$ cat src/design/iocr_pkg.sv
package iocr_pkg;

   localparam int CAPACITY_DEFAULT   = 16;
   localparam int DATA_WIDTH_DEFAULT = 32;

   localparam int REQ_TYPE_W = 3;
   localparam int PAYLOAD_W  = 32;
   localparam int SLOT_W     = 4;
   localparam int STATUS_W   = 2;
   localparam int CORDON_W   = 5;
   localparam int STATE_W    = 2;

   localparam int CORDON_RESET = 5;

   localparam logic [REQ_TYPE_W-1:0] REQ_PUSH     = 3'd0;
   localparam logic [REQ_TYPE_W-1:0] REQ_DISPATCH = 3'd1;
   localparam logic [REQ_TYPE_W-1:0] REQ_COMPLETE = 3'd2;
   localparam logic [REQ_TYPE_W-1:0] REQ_RETIRE   = 3'd3;
   localparam logic [REQ_TYPE_W-1:0] REQ_TRUNCATE = 3'd4;
   localparam logic [REQ_TYPE_W-1:0] REQ_FINISH   = 3'd5;

   localparam logic [STATUS_W-1:0] STATUS_OK        = 2'd0;
   localparam logic [STATUS_W-1:0] STATUS_NOT_READY = 2'd1;
   localparam logic [STATUS_W-1:0] STATUS_END       = 2'd2;

   localparam logic [STATE_W-1:0] SLOT_FREE       = 2'd0;
   localparam logic [STATE_W-1:0] SLOT_FILLED     = 2'd1;
   localparam logic [STATE_W-1:0] SLOT_DISPATCHED = 2'd2;
   localparam logic [STATE_W-1:0] SLOT_DONE       = 2'd3;

   typedef struct packed {
      logic [REQ_TYPE_W-1:0] req_type;
      logic [PAYLOAD_W-1:0]  payload;
      logic                  is_end;
      logic [SLOT_W-1:0]     slot_in;
   } req_item_type;

   typedef struct packed {
      logic [STATUS_W-1:0]  status;
      logic [SLOT_W-1:0]    slot_out;
      logic [PAYLOAD_W-1:0] payload_out;
      logic [SLOT_W-1:0]    occupancy;
      logic                 below_cordon;
   } rsp_item_type;

   typedef struct packed {
      logic               end_mark;
      logic [STATE_W-1:0] state;
   } slot_meta_type;

endpackage

$ cat src/design/iocr_slot_store.sv
module iocr_slot_store #(
   parameter int CAPACITY   = iocr_pkg::CAPACITY_DEFAULT,
   parameter int DATA_WIDTH = iocr_pkg::DATA_WIDTH_DEFAULT
) (
   input  logic                        clock,
   input  logic                        rd_en,
   input  logic [$clog2(CAPACITY)-1:0] rd_addr,
   output iocr_pkg::slot_meta_type     rd_meta,
   output logic [DATA_WIDTH-1:0]       rd_data,
   input  logic [$clog2(CAPACITY)-1:0] wr_addr,
   input  logic                        meta_wr_en,
   input  iocr_pkg::slot_meta_type     wr_meta,
   input  logic                        data_wr_en,
   input  logic [DATA_WIDTH-1:0]       wr_data
);

   iocr_pkg::slot_meta_type meta_mem [CAPACITY];
   logic [DATA_WIDTH-1:0]   data_mem [CAPACITY];

   always_ff @(posedge clock) begin
      if (meta_wr_en) begin
         meta_mem[wr_addr] <= wr_meta;
      end
      if (rd_en) begin
         rd_meta <= meta_mem[rd_addr];
      end
   end

   always_ff @(posedge clock) begin
      if (data_wr_en) begin
         data_mem[wr_addr] <= wr_data;
      end
      if (rd_en) begin
         rd_data <= data_mem[rd_addr];
      end
   end

endmodule

$ cat src/design/iocr_ctrl.sv
module iocr_ctrl #(
   parameter int CAPACITY   = iocr_pkg::CAPACITY_DEFAULT,
   parameter int DATA_WIDTH = iocr_pkg::DATA_WIDTH_DEFAULT
) (
   input  logic                                 clock,
   input  logic                                 reset,
   input  logic                                 start,
   input  iocr_pkg::req_item_type               req_item,
   output logic                                 busy,
   input  logic                                 csr_wr_en,
   input  logic [iocr_pkg::CORDON_W-1:0]        csr_wr_data,
   output logic                                 mem_rd_en,
   output logic [$clog2(CAPACITY)-1:0]          mem_rd_addr,
   input  iocr_pkg::slot_meta_type              mem_rd_meta,
   input  logic [DATA_WIDTH-1:0]                mem_rd_data,
   output logic [$clog2(CAPACITY)-1:0]          mem_wr_addr,
   output logic                                 mem_meta_wr_en,
   output iocr_pkg::slot_meta_type              mem_wr_meta,
   output logic                                 mem_data_wr_en,
   output logic [DATA_WIDTH-1:0]                mem_wr_data,
   output logic                                 rsp_strobe,
   output iocr_pkg::rsp_item_type               rsp_item
);

   localparam int PW       = $clog2(CAPACITY);
   localparam int CMP_W    = (PW > iocr_pkg::CORDON_W) ? PW : iocr_pkg::CORDON_W;
   localparam int PAY_W    = iocr_pkg::PAYLOAD_W;
   localparam int SLOT_W   = iocr_pkg::SLOT_W;
   localparam int CORDON_FLOOR = (3 * CAPACITY) / 10;
   localparam int CORDON_MIN   = (3 * CAPACITY + 9) / 10;
   localparam int CORDON_RESET_EFF =
      (iocr_pkg::CORDON_RESET < CORDON_MIN) ? CORDON_FLOOR : iocr_pkg::CORDON_RESET;

   localparam logic [1:0] CTRL_CLEAR = 2'd0;
   localparam logic [1:0] CTRL_IDLE  = 2'd1;
   localparam logic [1:0] CTRL_EXEC  = 2'd2;

   function automatic logic [PW-1:0] ring_next(input logic [PW-1:0] p);
      ring_next = (p == PW'(CAPACITY - 1)) ? '0 : p + 1'b1;
   endfunction

   logic [1:0]              state_ff, state_in;
   logic [PW-1:0]           clear_ptr_ff, clear_ptr_in;
   logic [PW-1:0]           fill_ff, fill_in;
   logic [PW-1:0]           dispatch_ff, dispatch_in;
   logic [PW-1:0]           retire_ff, retire_in;
   logic [CMP_W-1:0]        cordon_ff, cordon_in;
   iocr_pkg::req_item_type  req_ff;
   logic                    rsp_strobe_ff, rsp_strobe_in;
   iocr_pkg::rsp_item_type  rsp_item_ff, rsp_item_in;

   logic                    accept;
   logic                    slot_ok;
   logic [PW:0]             occ_wide;
   logic [PW-1:0]           occ;
   logic                    retired;

   assign busy   = reset | (state_ff != CTRL_IDLE);
   assign accept = start & ~busy;

   // read issue at accept
   always_comb begin
      mem_rd_en   = accept;
      mem_rd_addr = '0;
      case (req_item.req_type)
         iocr_pkg::REQ_PUSH:     mem_rd_addr = ring_next(fill_ff);
         iocr_pkg::REQ_DISPATCH: mem_rd_addr = dispatch_ff;
         iocr_pkg::REQ_COMPLETE: mem_rd_addr = PW'(req_item.slot_in);
         iocr_pkg::REQ_RETIRE:   mem_rd_addr = retire_ff;
         default:                mem_rd_addr = '0;
      endcase
   end

   assign cordon_in = csr_wr_en
      ? ((CMP_W'(csr_wr_data) < CMP_W'(CORDON_MIN)) ? CMP_W'(CORDON_FLOOR)
                                                     : CMP_W'(csr_wr_data))
      : cordon_ff;

   assign slot_ok = (PW + 1)'(req_ff.slot_in) < (PW + 1)'(CAPACITY);

   // clearing pass and execute: modify and write back
   always_comb begin
      state_in       = state_ff;
      clear_ptr_in   = clear_ptr_ff;
      fill_in        = fill_ff;
      dispatch_in    = dispatch_ff;
      retire_in      = retire_ff;
      mem_wr_addr    = '0;
      mem_meta_wr_en = 1'b0;
      mem_wr_meta    = '0;
      mem_data_wr_en = 1'b0;
      mem_wr_data    = DATA_WIDTH'(req_ff.payload);
      rsp_strobe_in  = 1'b0;
      rsp_item_in    = '0;
      retired        = 1'b0;
      rsp_item_in.status = iocr_pkg::STATUS_NOT_READY;
      case (state_ff)
         CTRL_CLEAR: begin
            mem_meta_wr_en = 1'b1;
            mem_wr_addr    = clear_ptr_ff;
            clear_ptr_in   = ring_next(clear_ptr_ff);
            if (clear_ptr_ff == PW'(CAPACITY - 1)) begin
               state_in = CTRL_IDLE;
            end
         end
         CTRL_IDLE: begin
            if (start) begin
               state_in = CTRL_EXEC;
            end
         end
         CTRL_EXEC: begin
            state_in      = CTRL_IDLE;
            rsp_strobe_in = 1'b1;
            case (req_ff.req_type)
               iocr_pkg::REQ_PUSH: begin
                  if (mem_rd_meta.state == iocr_pkg::SLOT_FREE) begin
                     mem_wr_addr          = fill_ff;
                     mem_meta_wr_en       = 1'b1;
                     mem_data_wr_en       = 1'b1;
                     mem_wr_meta.end_mark = req_ff.is_end;
                     mem_wr_meta.state    = iocr_pkg::SLOT_FILLED;
                     if (!req_ff.is_end) begin
                        fill_in = ring_next(fill_ff);
                     end
                     rsp_item_in.status = iocr_pkg::STATUS_OK;
                  end
               end
               iocr_pkg::REQ_DISPATCH: begin
                  if (mem_rd_meta.state == iocr_pkg::SLOT_FILLED) begin
                     if (mem_rd_meta.end_mark) begin
                        rsp_item_in.status = iocr_pkg::STATUS_END;
                     end else begin
                        mem_wr_addr             = dispatch_ff;
                        mem_meta_wr_en          = 1'b1;
                        mem_wr_meta.state       = iocr_pkg::SLOT_DISPATCHED;
                        rsp_item_in.slot_out    = SLOT_W'(dispatch_ff);
                        rsp_item_in.payload_out = PAY_W'(mem_rd_data);
                        dispatch_in             = ring_next(dispatch_ff);
                        rsp_item_in.status      = iocr_pkg::STATUS_OK;
                     end
                  end
               end
               iocr_pkg::REQ_COMPLETE: begin
                  if (slot_ok && mem_rd_meta.state == iocr_pkg::SLOT_DISPATCHED) begin
                     mem_wr_addr          = PW'(req_ff.slot_in);
                     mem_meta_wr_en       = 1'b1;
                     mem_wr_meta.end_mark = mem_rd_meta.end_mark;
                     mem_wr_meta.state    = iocr_pkg::SLOT_DONE;
                     rsp_item_in.status   = iocr_pkg::STATUS_OK;
                  end
               end
               iocr_pkg::REQ_RETIRE: begin
                  if (mem_rd_meta.state == iocr_pkg::SLOT_DONE) begin
                     if (mem_rd_meta.end_mark) begin
                        rsp_item_in.status = iocr_pkg::STATUS_END;
                     end else begin
                        mem_wr_addr             = retire_ff;
                        mem_meta_wr_en          = 1'b1;
                        mem_wr_meta.state       = iocr_pkg::SLOT_FREE;
                        rsp_item_in.payload_out = PAY_W'(mem_rd_data);
                        retire_in               = ring_next(retire_ff);
                        retired                 = 1'b1;
                        rsp_item_in.status      = iocr_pkg::STATUS_OK;
                     end
                  end
               end
               iocr_pkg::REQ_TRUNCATE: begin
                  fill_in            = dispatch_ff;
                  mem_wr_addr        = ring_next(dispatch_ff);
                  mem_meta_wr_en     = 1'b1;
                  mem_wr_meta.state  = iocr_pkg::SLOT_FREE;
                  rsp_item_in.status = iocr_pkg::STATUS_OK;
               end
               iocr_pkg::REQ_FINISH: begin
                  mem_wr_addr          = dispatch_ff;
                  mem_meta_wr_en       = 1'b1;
                  mem_wr_meta.end_mark = 1'b1;
                  mem_wr_meta.state    = iocr_pkg::SLOT_DONE;
                  rsp_item_in.status   = iocr_pkg::STATUS_OK;
               end
               default: begin
                  rsp_item_in.status = iocr_pkg::STATUS_NOT_READY;
               end
            endcase
         end
         default: begin
            state_in = CTRL_CLEAR;
         end
      endcase

      // occupancy after the request
      occ_wide = (fill_in >= retire_in)
         ? ({1'b0, fill_in} - {1'b0, retire_in})
         : ({1'b0, fill_in} + (PW + 1)'(CAPACITY) - {1'b0, retire_in});
      occ = occ_wide[PW-1:0];
      rsp_item_in.occupancy    = SLOT_W'(occ);
      rsp_item_in.below_cordon = retired & (CMP_W'(occ) < cordon_ff);
   end

   always_ff @(posedge clock) begin
      if (reset) begin
         state_ff      <= CTRL_CLEAR;
         clear_ptr_ff  <= '0;
         fill_ff       <= '0;
         dispatch_ff   <= '0;
         retire_ff     <= '0;
         cordon_ff     <= CMP_W'(CORDON_RESET_EFF);
         rsp_strobe_ff <= 1'b0;
      end else begin
         state_ff      <= state_in;
         clear_ptr_ff  <= clear_ptr_in;
         fill_ff       <= fill_in;
         dispatch_ff   <= dispatch_in;
         retire_ff     <= retire_in;
         cordon_ff     <= cordon_in;
         rsp_strobe_ff <= rsp_strobe_in;
      end
   end

   always_ff @(posedge clock) begin
      if (accept) begin
         req_ff <= req_item;
      end
      rsp_item_ff <= rsp_item_in;
   end

   assign rsp_strobe = rsp_strobe_ff;
   assign rsp_item   = rsp_item_ff;

   a_accept_to_rsp: assert property (@(posedge clock) disable iff (reset)
      accept |-> ##2 rsp_strobe_ff)
      else $error("accepted request produced no response");

   a_rsp_from_exec: assert property (@(posedge clock) disable iff (reset)
      rsp_strobe_ff |-> $past(state_ff == CTRL_EXEC))
      else $error("response without an execute cycle");

   a_not_ready_no_change: assert property (@(posedge clock) disable iff (reset)
      (rsp_strobe_ff && rsp_item_ff.status == iocr_pkg::STATUS_NOT_READY)
         |-> ($stable(fill_ff) && $stable(dispatch_ff) && $stable(retire_ff)))
      else $error("not-ready request moved a pointer");

   a_idle_no_write: assert property (@(posedge clock) disable iff (reset)
      (state_ff == CTRL_IDLE) |-> !(mem_meta_wr_en || mem_data_wr_en))
      else $error("memory write while idle");

   a_below_on_retire: assert property (@(posedge clock) disable iff (reset)
      (rsp_strobe_ff && rsp_item_ff.below_cordon)
         |-> (rsp_item_ff.status == iocr_pkg::STATUS_OK)
             && ($past(req_ff.req_type) == iocr_pkg::REQ_RETIRE))
      else $error("low-water flag outside a successful retire");

endmodule

$ cat src/design/in_order_completion_ring.sv
// In-order completion ring: a request is taken when start is high and busy is low, and its
// response shows on rsp_item for exactly one cycle, marked by rsp_strobe, registered after
// the execute state; the receiver cannot stall and must capture it at the end of that cycle.
// Each request reads the slot memories, then modifies and writes back in the execute state
// with busy high; a new request can be taken once the block is idle again, while the previous
// response is on the ports. After reset the block runs a clearing pass over the slot state
// memory, busy high until it is done. The low-water register may be written at any time the
// block is idle; values under three tenths of CAPACITY are set to that figure rounded down.
module in_order_completion_ring #(
   parameter int CAPACITY   = iocr_pkg::CAPACITY_DEFAULT,
   parameter int DATA_WIDTH = iocr_pkg::DATA_WIDTH_DEFAULT
) (
   input  logic                          clock,
   input  logic                          reset,
   input  logic                          start,
   output logic                          busy,
   input  iocr_pkg::req_item_type        req_item,
   output logic                          rsp_strobe,
   output iocr_pkg::rsp_item_type        rsp_item,
   input  logic                          csr_wr_en,
   input  logic [iocr_pkg::CORDON_W-1:0] csr_wr_data
);

   localparam int PW = $clog2(CAPACITY);

   logic                    mem_rd_en;
   logic [PW-1:0]           mem_rd_addr;
   iocr_pkg::slot_meta_type mem_rd_meta;
   logic [DATA_WIDTH-1:0]   mem_rd_data;
   logic [PW-1:0]           mem_wr_addr;
   logic                    mem_meta_wr_en;
   iocr_pkg::slot_meta_type mem_wr_meta;
   logic                    mem_data_wr_en;
   logic [DATA_WIDTH-1:0]   mem_wr_data;

   iocr_ctrl #(
      .CAPACITY   (CAPACITY),
      .DATA_WIDTH (DATA_WIDTH)
   ) u_ctrl (
      .clock          (clock),
      .reset          (reset),
      .start          (start),
      .req_item       (req_item),
      .busy           (busy),
      .csr_wr_en      (csr_wr_en),
      .csr_wr_data    (csr_wr_data),
      .mem_rd_en      (mem_rd_en),
      .mem_rd_addr    (mem_rd_addr),
      .mem_rd_meta    (mem_rd_meta),
      .mem_rd_data    (mem_rd_data),
      .mem_wr_addr    (mem_wr_addr),
      .mem_meta_wr_en (mem_meta_wr_en),
      .mem_wr_meta    (mem_wr_meta),
      .mem_data_wr_en (mem_data_wr_en),
      .mem_wr_data    (mem_wr_data),
      .rsp_strobe     (rsp_strobe),
      .rsp_item       (rsp_item)
   );

   iocr_slot_store #(
      .CAPACITY   (CAPACITY),
      .DATA_WIDTH (DATA_WIDTH)
   ) u_slot_store (
      .clock      (clock),
      .rd_en      (mem_rd_en),
      .rd_addr    (mem_rd_addr),
      .rd_meta    (mem_rd_meta),
      .rd_data    (mem_rd_data),
      .wr_addr    (mem_wr_addr),
      .meta_wr_en (mem_meta_wr_en),
      .wr_meta    (mem_wr_meta),
      .data_wr_en (mem_data_wr_en),
      .wr_data    (mem_wr_data)
   );

endmodule

$ cat config.mk
export PLATFORM = sky130hd
export DESIGN_NAME = in_order_completion_ring
export DESIGN_NICKNAME = d
export VERILOG_FILES = /design/src/design/iocr_pkg.sv /design/src/design/iocr_slot_store.sv /design/src/design/iocr_ctrl.sv /design/src/design/in_order_completion_ring.sv
export SDC_FILE = /design/constraint.sdc
export NUM_CORES = 1
export LEC_CHECK = 0
export BUFFER_PORTS_ARGS = -buffer_cell sky130_fd_sc_hd__buf_4
export CAP_MARGIN = 20
export CELL_PAD_IN_SITES_DETAIL_PLACEMENT = 1
export CELL_PAD_IN_SITES_GLOBAL_PLACEMENT = 2
export CORE_MARGIN = 3
export CORE_UTILIZATION = 49
export CTS_CLUSTER_DIAMETER = 60
export CTS_CLUSTER_SIZE = 8
export DETAILED_ROUTE_END_ITERATION = 10
export GPL_ROUTABILITY_DRIVEN = 1
export PLACE_DENSITY_LB_ADDON = 0.1
export SETUP_SLACK_MARGIN = 0.05
export SYNTH_ARGS = -nofsm -noshare
export SYNTH_HDL_FRONTEND = slang
export SYNTH_HIERARCHICAL = 1
export SYNTH_SLANG_ARGS = --single-unit
$ cat constraint.sdc
create_clock -name clock -period 5.2 [get_ports clock]
set_input_delay 0.52 -clock clock [delete_from_list [all_inputs] [get_ports clock]]
set_output_delay 0.52 -clock clock [all_outputs]
set_load 0.01 [all_outputs]
======== Word-level counts from Yosys, hierarchy flattened ========
Memory sizes are Yosys's and may differ from the RTL's. A register that Yosys moved wholly into a read port is not among the register bits.
Index checks and enable logic that the tools add are counted.
word-level totals
  input port bits ......................... 49
  output and inout port bits .............. 45
  memories ................................ 2
  register bits after elaboration ......... 107
  memory bits (writable) .................. 560
memory list
  name                   depth  bits a word  rd ports  clocked after Yosys merged registers in  wr ports  line                   source
  u_slot_store.data_mem  16     32           1         1                                        1         iocr_slot_store.sv:18  logic [DATA_WIDTH-1:0] data_mem [CAPACITY];
  u_slot_store.meta_mem  16     3            1         1                                        1         iocr_slot_store.sv:17  iocr_pkg::slot_meta_type meta_mem [CAPACITY];
operators by class
  reductions and logical operators ........ 8
  bitwise gates (word level) .............. 8
  muxes and demuxes ....................... 59
  $lt $le $gt $ge ......................... 3
  equal/unequal tests ..................... 20
  add/subtract/negate cells ............... 7
operator list
  kind                                                                   number
  4-bit two-way mux                                                      18
  32-bit two-way mux                                                     2
  32-bit one-hot mux with 2 select lines                                 1
  38-bit two-way mux                                                     1
  36-bit two-way mux                                                     1
  4-bit one-hot mux with 6 select lines                                  1
  4-bit by 1-bit adder with 4-bit output (second input constant)         5
  4-bit == test (second input constant)                                  4
  1-bit two-way mux                                                      16
  4-bit one-hot mux with 2 select lines                                  2
  4-bit one-hot mux with 4 select lines                                  1
  3-bit by 2-bit == test with 1-bit output (second input constant)       4
  2-bit two-way mux                                                      6
  2-bit one-hot mux with 5 select lines                                  1
  3-bit two-way mux                                                      3
  2-bit one-hot mux with 4 select lines                                  1
  4-bit subtractor                                                       2
  2-bit == test (second input constant)                                  3
  3-bit by 1-bit == test with 1-bit output (second input constant)       2
  3-bit == test (second input constant)                                  2
  3-bit logical NOT                                                      2
  2-bit one-hot mux with 3 select lines                                  1
  4-bit by 5-bit < comparator with 1-bit output                          1
  5-bit by 3-bit < comparator with 1-bit output (second input constant)  1
  other kinds (16)                                                       24

======== Longest topological paths before layout ========
  depth in word-level cells ............... 11
  depth in mapped cells ................... 14

======== Modules after synthesis ========
The synthesis kept the hierarchy.
modules (own cells, without submodules)
  module           seq. area each (um^2)  cells an instance  times used  area each (um^2)
  iocr_slot_store  17867.1                939                1           22500.3
  iocr_ctrl        2542.4                 378                1           4425.5

======== Worst setup path after synthesis ========
No wires, ideal clock.
  path kind ............................... input-to-reg
  start point ............................. in reset
  end point ............................... reg u_ctrl.req_ff, in the netlist u_ctrl/mem_wr_data[0] (enable)
  library setup time ...................... 0.509 ns
  data arrival time ....................... 4.179 ns
  path slack .............................. 0.512 ns
  stages on the path ...................... 2
  buffers on the path ..................... 0
  data required time ...................... 4.691 ns
  cell sequence ........................... or3b_2 -> nor2_1
on the way
  cells in the longest elaborated chain, start to end .. 3
RTL lines
  element               line                            source
  from (decl)           in_order_completion_ring.sv:14  input logic reset,
  1-bit bitwise OR      iocr_ctrl.sv:58                 assign busy = reset | (state_ff != CTRL_IDLE);
  1-bit inverter        iocr_ctrl.sv:59                 assign accept = start & ~busy;
  1-bit bitwise AND     iocr_ctrl.sv:59
  via mem_rd_en         in_order_completion_ring.sv:26  logic mem_rd_en;
  to (signal assigned)  iocr_ctrl.sv:222                req_ff <= req_item;
  to (decl)             iocr_ctrl.sv:48                 iocr_pkg::req_item_type req_ff;
The timed path passes the listed nets, and every way through them passes these cells.
A chain may end at the register's enable or synchronous reset.

======== Final worst setup path ========
  start point ............................. reg u_ctrl/req_ff[39] in the netlist's numbering
  end point ............................... mem u_slot_store/data_mem[7][6] in the netlist's numbering (enable)
RTL lines
  element                                  line                            source
  3-bit == test (tied with other cells)    iocr_ctrl.sv:114                case (req_ff.req_type)
  4-bit one-hot mux with 6 select lines *  iocr_ctrl.sv:114
  4-bit one-hot mux with 2 select lines *  iocr_ctrl.sv:97                 case (state_ff)
  via mem_wr_addr[2]                       in_order_completion_ring.sv:30  logic [PW-1:0] mem_wr_addr;
  to (decl)                                iocr_slot_store.sv:18
Mark *: on every way through the listed nets, which the timed path passes. The rest lies on a longest branch.

==> reports/summary.md <==
For this block, the initial DRC count from the detailed router was 1017. The fraction of layout cells with a size suffix above 1 is 0.237. Fraction of synthesis flops using an asynchronous set or reset pin: 0. In the routed layout, each cell is associated on average with a via count of 5.81. After synthesis, the cell types taking the most area are sky130_fd_sc_hd__edfxtp_1, sky130_fd_sc_hd__mux4_2, sky130_fd_sc_hd__mux4_1.

Synthesis produced a netlist whose cell count is 1317. After synthesis the netlist holds a flip-flop and latch count of 702. The portion of synthesized cell area occupied by the leading cell type works out to 0.708.

Walking the worst path, the cells encountered are or3_1 -> nor3_1 -> a22oi_1 -> and3_1 -> o21ai_0 -> nand3b_1 -> nor2_4 -> buf_4. The worst slew slack as a fraction of its limit is 0.270, and the clock sink total is 702. After layout, the design draws a total of 12200 uW. The average footprint of a synthesized cell is 20.4 um2, and the number of standard-cell rows in the floorplan is 85.

The tools report the overall fraction of global-route tracks in use as 0.216. The via count of the first global-routing pass was 13900. The number of failing hold endpoints at the final stage came out at 0. The fraction of the cycle the final worst path needs came out at 0.845.

The worst setup path is captured at a register. For the number of synthesis warnings, the log shows 6. The final count of pins violating max slew came out at 0.

TritonCTS built the clock tree. The wire length of the first global-routing pass came out at 91100 um. The tools report the number of top-level pins as 94.

The worst stage delay on the critical path came out at 760 ps. The largest clock skew in the final design came out at 27.8 ps. The run gives 84 as the maximum number of pins on one net before global-route repair.

The total die area is 57800 um2, and the number of port buffers is 93. Routability-driven placement finished with a final weighted congestion of 0.782. The tools report the clock root buffer as sky130_fd_sc_hd__clkbuf_16. In the final design database the tool counted 1511 nets. STA classifies the critical path startpoint as a register. The total power divided by cell area is 393 nW/um2, and the residual antenna-violating net count after detailed routing is 0. The reported leakage power came out at 0.0103 uW.

For this design, the CTS-stage hold fixing added 0 buffers. Most common library cell in the layout ignoring fill and taps: sky130_fd_sc_hd__edfxtp_1. The clock tree synthesis step divided the H-tree into 3 levels. The post-cts resize count was 0. The most used flip-flop cell after synthesis is sky130_fd_sc_hd__edfxtp_1. After clock tree synthesis, the clock-pin slew on the worst setup and hold paths is 60 ps.

After global routing the overflow that remains totals 0. The min-delay analysis places its worst path in the category in2reg. The logs give 0.478 for the share of total power in the clock network and 3 for the worst-case clock buffer depth. Slowest library cell on the worst path: sky130_fd_sc_hd__nor2_4.

Static timing analysis puts the maximum clock frequency at 228 MHz. Before antenna repair, the detailed router went through 5 iterations. The flow ran to the end, and the final reports show no timing, DRC or antenna violations.

Max-cap violations in this run came to 0. The run gives 1 as the initial antenna violation count. The part of the power in registers came out at 0.498. The final number of setup-violating endpoints was 0; the height of the die was 240 um.

The net load switching power was 2430 uW. TritonCTS created 98 clock buffers. The category of the critical setup timing path was reg2reg.

Dividing the detail-routed wire length by the instance count gives 27.3 um. The run gives 60800 um as the final routed wirelength across all metal layers. The initial standard-cell utilization of the core is 0.497. Worst-skew pair later-pin latency: 630 ps. In this run the horizontal extent of the chip is 240 um. Library cell with the largest summed area after synthesis: sky130_fd_sc_hd__edfxtp_1.

The routed layout has 13000 vias. For the area of the core, the log shows 54100 um2. Leaving out fill and tap cells, the most frequent cells in the layout are sky130_fd_sc_hd__edfxtp_1, sky130_fd_sc_hd__buf_4, sky130_fd_sc_hd__clkbuf_16.

Setup total negative slack on the finished layout was measured at 0 ps. The logs give 0.303 mV for the maximum VDD drop and 1377 for the synthesized netlist net count. Required time at the endpoint of the critical path: 5520 ps.

For this run, design rule violations remaining after detail routing come to 0. The net switching share of the total power is 0.198, and the count of distinct cell types in the synthesized netlist is 56. Once the clock tree was built, the setup fixing pass inserted 0 buffers. Setup repair after global routing left no endpoint under its margin.

At the worst endpoint, the arrival time is 4710 ps. The logs give 62.6 ps for the tightest hold margin and 0.758 for the sequential area share after synthesis. The synthesized design contains 635 enable-type register cells. The tools report the internal power consumption as 9810 uW.

Relative to the synthesized area, the layout overhead comes to 15.8%. The smallest clock period supported by the final layout is computed as 4390 ps. Of all nets on the critical path, the largest fanout is 18. The part of the power in combinational logic is 0.023, and the post-synth design cell area is 26900 um2.

Once detailed placement completed, the half-perimeter wirelength came to 36500 um. For the pin with the worst max-slew slack, the measured transition is 1090 ps.
-- cells in the mapped netlist, types with 2 or more instances --
cell,count
sky130_fd_sc_hd__a21o_1,2
sky130_fd_sc_hd__a21oi_1,12
sky130_fd_sc_hd__a22o_1,5
sky130_fd_sc_hd__a22oi_1,79
sky130_fd_sc_hd__a31oi_1,4
sky130_fd_sc_hd__and2_1,37
sky130_fd_sc_hd__and3_1,3
sky130_fd_sc_hd__buf_1,3
sky130_fd_sc_hd__buf_12,11
sky130_fd_sc_hd__buf_2,14
sky130_fd_sc_hd__buf_4,33
sky130_fd_sc_hd__buf_6,3
sky130_fd_sc_hd__clkbuf_1,32
sky130_fd_sc_hd__dfxtp_1,67
sky130_fd_sc_hd__edfxtp_1,635
sky130_fd_sc_hd__ha_1,10
sky130_fd_sc_hd__inv_1,10
sky130_fd_sc_hd__mux2i_1,7
sky130_fd_sc_hd__mux4_1,57
sky130_fd_sc_hd__mux4_2,87
sky130_fd_sc_hd__nand2_1,52
sky130_fd_sc_hd__nand2b_1,7
sky130_fd_sc_hd__nand3_1,9
sky130_fd_sc_hd__nand3b_1,5
sky130_fd_sc_hd__nor2_1,61
sky130_fd_sc_hd__nor2b_1,11
sky130_fd_sc_hd__nor3_1,5
sky130_fd_sc_hd__nor4_2,2
sky130_fd_sc_hd__o21a_1,3
sky130_fd_sc_hd__o21ai_0,15
sky130_fd_sc_hd__or3_1,3
sky130_fd_sc_hd__or3b_2,3
sky130_fd_sc_hd__xor2_1,7
-- critical path, delay by kind of cell, from the launching register on --
family                 cells  cell delay (ps)
AOI/OAI and AO/OA          2              740
buffers and inverters      1              330
DFF                        1              620
and+or+nand+nor            5             2380
-- cell type report --
cell class	count	area (um2)
clock buffers	176	2790
multi-input cells	509	5950
clock inverters	6	76.3
diodes	1	2.50
fillers	4618	23000
repair buffers	130	1040
well taps	696	871
flip-flops and latches	702	20400
inverters	10	37.5
-- cell families (layout without fill, tap and decap cells) --
logic type / count (synthesis) / in the layout / share of synthesized area
flops: 702 / 702 / 0.758
simple gates: 207 / 207 / 0.0397
mux: 152 / 152 / 0.131
compound gates: 130 / 130 / 0.0345
buf+inv: 106 / 322 / 0.0275
fa+ha+maj: 11 / 11 / 0.00539
xor+xnor: 9 / 9 / 0.00344
other cells: 0 / 1 / 0
-- flip-flops by register name, summed over array words and instances, names as in the netlist --
signal                 count
u_slot_store/meta_mem     48
u_slot_store/rd_data      32
u_slot_store/data_mem    512
u_ctrl/clear_ptr_ff        4
u_ctrl/retire_ff           4
u_ctrl/cordon_ff           5
u_ctrl/req_ff              8
u_slot_store/rd_meta       3
u_ctrl/mem_wr_data        32
u_ctrl/state_ff            2
u_ctrl/dispatch_ff         4
u_ctrl/rsp_item           43
u_ctrl/rsp_strobe          1
u_ctrl/fill_ff             4
-- metrics by stage --
stage	area [um2]	setup slack [ps]	instances	utilization
5_1_grt	31200	549	2229	0.576
6_report	31200	806	2230	0.576
4_1_cts	31200	870	2227	0.575
3_5_place_dp	28300	902	2045	0.523
2_1_floorplan	26900	512	1317	-
3_3_place_gp	28300	1030	2045	0.523
-- routing by layer --
layer | wire [um] | global-route usage
met1 | 27100 | 0.304
met2 | 29700 | 0.347
met3 | 2800 | 0.0373
met4 | 1220 | 0.0738
met5 | 0 | 0
-- final timing paths --
check	slack (ps)	start	end	cells after the start
setup / recovery	810	u_ctrl/req_ff[39]	u_slot_store/data_mem[7][6]	8
hold / removal	60	req_item[27]	u_ctrl/mem_wr_data[22]	1
setup reg to reg	810	u_ctrl/req_ff[39]	u_slot_store/data_mem[7][6]	8
hold reg to reg	440	u_slot_store/rd_data[16]	u_ctrl/rsp_item[21]	1
-- power by group through the flow --
stage,Sequential [uW],Combinational [uW],Clock (uW)
floorplan,6210,199,0
global placement,6210,287,0
detailed placement,6210,290,0
CTS,6100,292,6010
global route,6090,309,6270
finish,6100,287,5850
Power figures use the tool's default switching activity.
